==> config.mk <==
export PLATFORM = sky130hd
export DESIGN_NAME = lbnc_ram
export DESIGN_NICKNAME = d
export VERILOG_FILES = /design/src/rtl/lbnc_ram.sv
export SDC_FILE = /design/constraint.sdc
export NUM_CORES = 1
export LEC_CHECK = 0
export ABC_CLOCK_PERIOD_IN_PS = 2800
export BUFFER_PORTS_ARGS = -buffer_cell sky130_fd_sc_hd__buf_2
export CORE_MARGIN = 3
export CORE_UTILIZATION = 45
export DETAILED_ROUTE_END_ITERATION = 16
export GPL_ROUTABILITY_DRIVEN = 0
export PLACE_DENSITY = 0.68
export SLEW_MARGIN = 25
export SYNTH_ARGS = -nofsm -noshare
export SYNTH_HDL_FRONTEND = slang
export SYNTH_SLANG_ARGS = --single-unit
==> constraint.sdc <==
create_clock -name clk -period 2.8 [get_ports clk]
set_input_delay 0.28 -clock clk [delete_from_list [all_inputs] [get_ports clk]]
set_output_delay 0.28 -clock clk [all_outputs]
set_load 0.1 [all_outputs]
==> src/rtl/lbnc_ram.sv <==
`timescale 1ns / 1ps
`default_nettype none
// ---------------------------------------------------------------------------
// lbnc_ram
// Single-port RAM with registered read.
// ---------------------------------------------------------------------------
module lbnc_ram #(
    parameter int WIDTH = 8,
    parameter int DEPTH = 16
) (
    input  wire logic                     clk,
    input  wire logic                     we,
    input  wire logic [$clog2(DEPTH)-1:0] addr,
    input  wire logic [WIDTH-1:0]         wdata,
    output logic      [WIDTH-1:0]         rdata
);
    logic [WIDTH-1:0] mem [DEPTH];

    always_ff @(posedge clk)
    begin
        if (we)
        begin
            mem[addr] <= wdata;
        end
        rdata <= mem[addr];
    end
endmodule
`default_nettype wire

==> results of run 1 <==
-- synth_stat cells --
master    number  area share
a22oi_1       16       0.024
clkbuf_1       2      0.0015
buf_6          2      0.0044
or3b_2         1      0.0017
nor2b_1        2      0.0025
clkbuf_2       1     0.00099
buf_1          4      0.0030
and2_1         1      0.0012
buf_2          2      0.0020
mux4_2        32        0.14
nand2b_1       2      0.0025
edfxtp_1     128        0.76
nand3b_1       2      0.0030
nand2_1        9      0.0067
nor3_1         4      0.0040
nor2_1        13      0.0096
nand3_1        1     0.00099
dfxtp_1        8       0.032
-- power breakdown --
group | total [mW] | internal [mW] | switching, mW
registers | 2.29 | 2.28 | 0.0130
clock network | 2.36 | 1.57 | 0.783
logic | 0.309 | 0.0901 | 0.219
total | 4.96 | 3.94 | 1.01
-- flip-flops by register name, indices dropped and copies added (netlist names) --
signal,cells
mem,128
rdata,8
-- worst max-delay path by stage --
stage / to / slack, ns / cells after the start
detailed placement: mem[4][0] / 0.66 / 3
global placement: mem[0][7] / 0.73 / 3
floorplan: mem[0][0] / 1.03 / 2
global route: mem[2][0] / 1.01 / 3
CTS: mem[0][6] / 1.07 / 3
finish: mem[0][3] / 1.07 / 3
-- worst max-delay path: cells and delay by family --
kind          cells  cell delay, ns
simple gates      2            1.32
buf+inv           1            0.15
-- cells by family after synthesis --
group / synth area share
multiplexers: 0.142
flip-flops: 0.790
AND/OR/NAND/NOR: 0.0321
buffers and inverters: 0.0119
AO/OA/AOI/OAI: 0.0237
-- cell type report --
cell class,count,area (um2),share of cell area
sequential,136,4000,0.659
multi-input combinational,83,1010,0.166
clock buffer,19,433,0.0713
timing repair buffer,39,253,0.0416
clock inverter,13,201,0.0332
tap,140,175,0.0288
-- per-layer routing --
layer | track usage | wire (um)
met1 | 0.213 | 4120
met2 | 0.261 | 4720
met3 | 0.0496 | 397
met4 | 0.0657 | 165
met5 | 0 | 0
-- stage by stage --
step,cell area [um2],total power [mW]
3_3_place_gp,5440,2.63
2_1_floorplan,5070,2.54
5_1_grt,6070,5.11
3_5_place_dp,5440,2.64
4_1_cts,6070,4.99
6_report,6070,4.96
==> flow_metrics.env, run 1 <==
export IMPL_outcome="complete, no violations"
export IMPL_numPortBuffers=21
export IMPL_fin_crit_sh=0.618
export IMPL_postCtsHoldBufs=0
export IMPL_cts_root_buf="clkbuf_16"
export IMPL_worstSetupPathType="in -> reg"
export IMPL_drive_above_1_share=0.355
export IMPL_dp_final_hpwl_mm=6.23
export IMPL_dieArea_mm2=0.0126
export IMPL_worstHoldStart="wdata[6]"
export IMPL_maxCapViolations=0
export IMPL_cts_sinks=136
export IMPL_irDropWorstVdd_v=0.000487
export IMPL_drcViolationCount=0
export IMPL_leakage_nw=2.02
export IMPL_skew_ns=0.00882
export IMPL_grt_pass1_wl_mm=14.9
export IMPL_hold_end="mem[7][6]"
export IMPL_die_width_um=112
export IMPL_crit_chain="buf_2 -> or3b_2 -> nor3_1"
export IMPL_floorplan_initialDensity=0.463
export IMPL_instances_no_fill=430
export IMPL_rsz0062_at_grt="no"
export IMPL_grt_max_degree=27
export IMPL_slowest_stage="nor3_1"
export IMPL_drtIter0Drc=334
export IMPL_final_cell_mix="128 x edfxtp_1, 32 x mux4_2, 21 x buf_2"
export IMPL_r2r_end="rdata[4]"
export IMPL_period_needed_ns=1.73
export IMPL_drt_total_wl_mm=9.41
export IMPL_core_area_mm2=0.0109
export IMPL_drtPass1Iterations=4
export IMPL_slew_violations=0
export IMPL_setup_worst_path_start="addr[2]"
export IMPL_required_ns=2.82
export IMPL_timing_hold_worst_class="in -> reg"
export IMPL_cts_tree="yes"
export IMPL_clk_pin_slew_worst_paths_ns=0.05
export IMPL_timing_slew_headroom=0.324
export IMPL_path_max_fanout=8
export IMPL_htreeDepth=4
export IMPL_synth_nets=244
export IMPL_grt_ovfl_total=0
export IMPL_syn_to_final_growth_pct=19.9
export IMPL_critPathArrivalTime_ns=1.75
export IMPL_hold_ws_ns=0.266
export IMPL_avgRoutedWirePerCell_um=21.9
export IMPL_endpoint_kind="flop"
export IMPL_die_h_um=112
export IMPL_hold_violations=0
export IMPL_io_pins=22
export IMPL_syn_avg_cell_area_um2=22.0
export IMPL_rr_startpoint="mem[2][4]"
export IMPL_tns_ns=0
export IMPL_yosysWarnings=0
export IMPL_synth_seq_cells=136
export IMPL_hold_depth=1
export IMPL_synthCells=230
export IMPL_rr_worst_depth=3
export IMPL_diodes=0
export IMPL_grtUsageTotal=0.164
export IMPL_slowest_delay_ns=0.79
export IMPL_setup_viol=0
export IMPL_ys_seq_area_frac=0.790
export IMPL_postRouteAntennaNets=0
export IMPL_num_rows=38
export IMPL_p_per_area_mw_per_mm2=816
export IMPL_start_kind="input port"
export IMPL_post_cts_setup_buffers=0
export IMPL_fill_cells=805
export IMPL_ys_types=18
export IMPL_final_core_util=0.555
export IMPL_dp_slack_ns=0.656
export IMPL_numCtsBuffers=17
export IMPL_cts_resized=0
export IMPL_antenna_found_initial=0
export IMPL_layout_commonest_cell="edfxtp_1"
export IMPL_vias=2390
export IMPL_r2r_setup_slack_ns=1.42
export IMPL_vias_per_cell=5.56
export IMPL_nets=291
export IMPL_synth_area_mm2=0.00507
export IMPL_worstSkewPairLatency_ns=0.41
export IMPL_timing_final_ws_setup_ns=1.07
export IMPL_worstMarginPinSlew_ns=1.01
export IMPL_placed_cells=398
export IMPL_clockBufferDepth=2
export IMPL_grt_pass1_vias=2580
export IMPL_clock_fmax_ghz=0.578
Note: power is estimated with default switching activity, not from simulation.
==> run 2: changes to the inputs <==
- ABC_CLOCK_PERIOD_IN_PS: 2800 -> 1400
- PLACE_DENSITY: 0.68 -> 0.71
- clock period: 2.8 -> 1.4 ns (I/O delays scaled with it)
==> run 2 against run 1 <==
Effect of this change:
- clock skew is essentially flat
- highest routed layer unchanged
- sequential cell count unchanged
- combinational power grew 110%
- setup slack lost 1.1 ns
- sequential share of layout area down 2.7 points
- cell area rose by 4.3%
- final cell count increased by 4.9%
- register-to-register slack worse by 1.4 ns
- first-iteration DRC count down 50%
- via count grew 2.5%
- power grew 97%
- global-route usage is 0.21 points higher
==> flow_metrics.env, run 2 (synthesis results as in run 1) <==
export IMPL_nets=312
export IMPL_numCtsBuffers=17
export IMPL_hold_ws_ns=0.111
export IMPL_slowest_stage="buf_2"
export IMPL_intPower_mw=7.59
export IMPL_start_kind="flop"
export IMPL_fill_cells=813
export IMPL_maxCapViolations=0
export IMPL_outcome="complete, no violations"
export IMPL_dp_final_hpwl_mm=6.46
export IMPL_cts_sinks=136
export IMPL_grt_pass1_vias=2631
export IMPL_timing_slew_headroom=0.474
export IMPL_grt_ovfl_total=0
export IMPL_multiInputGateArea_mm2=0.00104
export IMPL_clk_pin_slew_worst_paths_ns=0.06
export IMPL_final_cell_mix="128 x edfxtp_1, 32 x mux4_2, 30 x buf_4"
export IMPL_htreeDepth=4
export IMPL_fin_crit_sh=0.988
export IMPL_p_per_area_mw_per_mm2=1540
export IMPL_io_pins=22
export IMPL_numPortBuffers=21
export IMPL_layout_commonest_cell="edfxtp_1"
export IMPL_hold_violations=0
export IMPL_clockPowerShare=0.463
export IMPL_drtPass1Iterations=4
export IMPL_worstMarginPinSlew_ns=0.787
export IMPL_grt_pass1_wl_mm=15.3
export IMPL_critPathArrivalTime_ns=1.24
export IMPL_switching_share=0.222
export IMPL_use_met2=0.256
export IMPL_slew_violations=0
export IMPL_postRouteAntennaNets=0
export IMPL_net_switching_power_mw=2.17
export IMPL_required_ns=1.26
export IMPL_grt_max_degree=18
export IMPL_largest_reg_flops=128
export IMPL_top_register="mem"
export IMPL_irDropWorstVdd_v=0.000803
export IMPL_worstSetupPathType="reg -> out"
export IMPL_worstSkewPairLatency_ns=0.41
export IMPL_cts_tree="yes"
export IMPL_busiest_layer="met2"
export IMPL_drive_above_1_share=0.437
export IMPL_leakage_nw=2.14
export IMPL_floorplan_initialDensity=0.463
export IMPL_diodes=0
export IMPL_die_width_um=112
export IMPL_postCtsHoldBufs=0
export IMPL_slowest_delay_ns=0.46
export IMPL_endpoint_kind="output port"
export IMPL_critPathTopFamily="buffers and inverters"
export IMPL_reg_top3="mem (128), rdata (8)"
export IMPL_core_area_mm2=0.0109
export IMPL_vias=2450
export IMPL_drcViolationCount=0
export IMPL_grtUsageTotal=0.166
export IMPL_seqCellArea_mm2=0.00400
export IMPL_power_mw=9.76
export IMPL_critPathBufInv=1
export IMPL_drt_total_wl_mm=9.71
export IMPL_die_h_um=112
export IMPL_skew_ns=0.00904
export IMPL_power_frac_seq=0.470
export IMPL_setup_viol=0
export IMPL_vias_per_cell=5.43
export IMPL_timing_hold_worst_class="in -> reg"
export IMPL_gr_usage_met1=0.233
export IMPL_pwr_share_comb=0.068
export IMPL_cts_root_buf="clkbuf_16"
export IMPL_drtIter0Drc=168
export IMPL_path_max_fanout=1
export IMPL_clock_fmax_ghz=0.723
export IMPL_avgRoutedWirePerCell_um=21.5
export IMPL_gr_usage_met3=0.0474
export IMPL_syn_to_final_growth_pct=25.1
export IMPL_num_rows=38
export IMPL_crit_chain="buf_2"
export IMPL_period_needed_ns=1.38
export IMPL_antenna_found_initial=0
export IMPL_clockBufferDepth=2
export IMPL_dieArea_mm2=0.0126
## run 2: changes by cell type in the layout (fill, tap and decap cells not counted), sizes merged
cell,before,now
bufinv,5,3
inv,1,3
clkinv,4,6
clkinvlp,3,1
buf,39,60
## run 2: power by group through the flow
stage,Combinational [mW],Sequential [mW],Clock (mW)
after floorplan,0.242,4.86,0
after global placement,0.655,4.66,0
after detailed placement,0.666,4.67,0
after CTS,0.668,4.59,4.57
after global routing,0.702,4.59,4.73
final,0.660,4.58,4.52
## run 2: final timing paths
kind         startpoint          to  slack, ns  cells past startpoint
min reg2reg  mem[14][4]    rdata[4]       0.69                      3
max            rdata[6]    rdata[6]       0.02                      1
min            wdata[3]  mem[12][3]       0.11                      1
max reg2reg  mem[11][6]    rdata[6]       0.06                      3
## run 2: layout make-up
cell class,instances,area share
clock inverters,13,0.0270
well taps,140,0.0276
multi-input cells,83,0.165
repair buffers,60,0.0806
flip-flops and latches,136,0.632
clock buffers,19,0.0683
## run 2: worst reg2reg max path: stages (launching register included)
cell	delay, ns
edfxtp_1	0.35
mux4_2	0.48
a22oi_1	0.29
nand2_1	0.09
## run 2: what timing repair did
action                                  4_1_cts  5_1_grt
endpoints found under the setup margin        0        1
resized for setup                             0        1
setup buffers                                 0        0
## run 2: through the flow
| step | setup WS, ns | std cells | util | TNS (ns) | instance area [um2] |
|---|---|---|---|---|---|
| 3_3_place_gp | -0.129 | 419 | 0.524 | -1.16 | 5730 |
| 6_report | 0.0170 | 451 | 0.580 | 0 | 6340 |
| 4_1_cts | 0.0138 | 451 | 0.579 | 0 | 6330 |
| 3_5_place_dp | -0.142 | 419 | 0.524 | -1.78 | 5730 |
| 2_1_floorplan | -0.127 | 230 | - | -3.20 | 5100 |
| 5_1_grt | -0.00353 | 451 | 0.580 | -0.00353 | 6340 |
## run 2: metal layers
metal  vias to the layer above  share of wire
met5                         -              0
met4                         0          0.011
met3                         9          0.060
met2                        74           0.50
met1                      1268           0.43
li1                       1099              -
==> run 3: changes to the inputs <==
- CAP_MARGIN: not set -> 20
- RECOVER_POWER: not set -> 50
==> run 3 against run 2 <==
Effect of this change:
- sequential power hardly changed
- clock skew increased by 0.0070 ns
- critical path type unchanged
- clock power about the same
- non-clock buffer count did not move
- largest power group unchanged
- final cell count did not move
- cell area shrank 0.75%
- register-to-register slack hardly changed
- largest cell class unchanged
==> flow_metrics.env, run 3 (synthesis results as in run 1) <==
export IMPL_worstSkewPairLatency_ns=0.41
export IMPL_slowest_stage="buf_2"
export IMPL_layout_commonest_cell="edfxtp_1"
export IMPL_final_area_mm2=0.00629
export IMPL_cts_tree="yes"
export IMPL_grt_pass1_vias=2631
export IMPL_setup_viol=0
export IMPL_postRouteAntennaNets=0
export IMPL_dieArea_mm2=0.0126
export IMPL_reg_top3="mem (128), rdata (8)"
export IMPL_endpoint="rdata[6]"
export IMPL_power_mw=9.74
export IMPL_start_kind="flop"
export IMPL_syn_to_final_growth_pct=24.1
export IMPL_cts_sinks=136
export IMPL_grt_pass1_wl_mm=15.3
export IMPL_htreeDepth=4
export IMPL_core_area_mm2=0.0109
export IMPL_grtUsageTotal=0.166
export IMPL_drive_above_1_share=0.399
export IMPL_fin_crit_sh=0.982
export IMPL_dp_final_hpwl_mm=6.46
export IMPL_antenna_found_initial=0
export IMPL_hold_violations=0
export IMPL_clk_pin_slew_worst_paths_ns=0.06
export IMPL_leakage_nw=2.10
export IMPL_numCtsBuffers=17
export IMPL_slowest_delay_ns=0.45
export IMPL_required_ns=1.26
export IMPL_top_register="mem"
export IMPL_worstMarginPinSlew_ns=0.789
export IMPL_setup_worst_path_start="rdata[6]"
export IMPL_clock_fmax_ghz=0.727
export IMPL_rr_startpoint="mem[11][6]"
export IMPL_die_width_um=112
export IMPL_timing_hold_worst_class="in -> reg"
export IMPL_avgRoutedWirePerCell_um=21.6
export IMPL_endpoint_kind="output port"
export IMPL_drt_total_wl_mm=9.73
export IMPL_vias_per_cell=5.46
export IMPL_drtPass1Iterations=4
export IMPL_outcome="complete, no violations"
export IMPL_r2r_setup_slack_ns=0.05
export IMPL_final_cell_mix="128 x edfxtp_1, 32 x mux4_2, 30 x buf_4"
export IMPL_skew_ns=0.0160
export IMPL_p_per_area_mw_per_mm2=1550
export IMPL_cts_root_buf="clkbuf_16"
export IMPL_r2r_end="rdata[6]"
export IMPL_path_max_fanout=1
export IMPL_diodes=0
export IMPL_cp_num_cells=1
export IMPL_timing_slew_headroom=0.473
export IMPL_critPathBufInv=1
export IMPL_maxCapViolations=0
export IMPL_rr_worst_depth=3
export IMPL_num_rows=38
export IMPL_drcViolationCount=0
export IMPL_post_cts_setup_buffers=0
export IMPL_clockBufferDepth=2
export IMPL_fill_cells=825
export IMPL_critPathArrivalTime_ns=1.23
export IMPL_slew_violations=0
export IMPL_numPortBuffers=21
export IMPL_critPathTopFamily="buffers and inverters"
export IMPL_period_needed_ns=1.37
export IMPL_grt_max_degree=18
export IMPL_io_pins=22
export IMPL_vias=2464
export IMPL_crit_chain="buf_2"
export IMPL_drtIter0Drc=155
export IMPL_largest_reg_flops=128
export IMPL_nets=312
export IMPL_die_h_um=112
export IMPL_irDropWorstVdd_v=0.000798
export IMPL_floorplan_initialDensity=0.463
export IMPL_placed_cell_area_mm2=0.00573
export IMPL_grt_ovfl_total=0
export IMPL_worstSetupPathType="reg -> out"
-- run 3: report_power, final --
| group | switching, mW | internal (mW) |
|---|---|---|
| logic | 0.441 | 0.207 |
| registers | 0.0320 | 4.55 |
| clock network | 1.68 | 2.82 |
| total | 2.15 | 7.59 |
-- run 3: metal layers --
| layer | up-vias | GRT usage | wire, um |
|---|---|---|---|
| met2 | 67 | 0.256 | 4910 |
| met4 | 0 | 0.0505 | 46 |
| li1 | 1103 | - | - |
| met5 | - | 0 | 0 |
| met1 | 1290 | 0.233 | 4260 |
| met3 | 4 | 0.0474 | 516 |
-- run 3: worst min-delay path by stage --
stage	startpoint	to	slack [ns]	cells after the start
final	wdata[3]	mem[12][3]	0.25	1
after floorplan	wdata[0]	mem[0][0]	0.24	0
after global routing	wdata[3]	mem[10][3]	0.29	1
after detailed placement	wdata[3]	mem[9][3]	0.54	1
after CTS	wdata[3]	mem[12][3]	0.11	1
after global placement	wdata[3]	mem[10][3]	0.53	1
-- run 3: timing repair --
action,4_1_cts,5_1_grt
gates resized for setup,0,1
endpoints found under the hold margin,0,0
setup endpoints to repair,0,1
hold buffers,0,0
-- run 3: stage by stage --
step	worst slack, ns	hold slack [ns]	util	setup TNS, ns	std cells
2_1_floorplan	-0.127	0.239	-	-3.20	230
3_3_place_gp	-0.129	0.529	0.524	-1.16	419
3_5_place_dp	-0.142	0.542	0.524	-1.78	419
4_1_cts	0.0138	0.107	0.579	0	451
5_1_grt	-0.00353	0.290	0.575	-0.00353	451
6_report	0.0253	0.254	0.575	0	451
-- run 3: final cells by class --
type,count,area [um2],area share
Sequential cell,136,4000,0.637
Multi-Input combinational cell,83,1040,0.165
Timing Repair Buffer,60,468,0.0744
Clock buffer,19,433,0.0688
Tap cell,140,175,0.0278
Clock inverter,13,171,0.0273
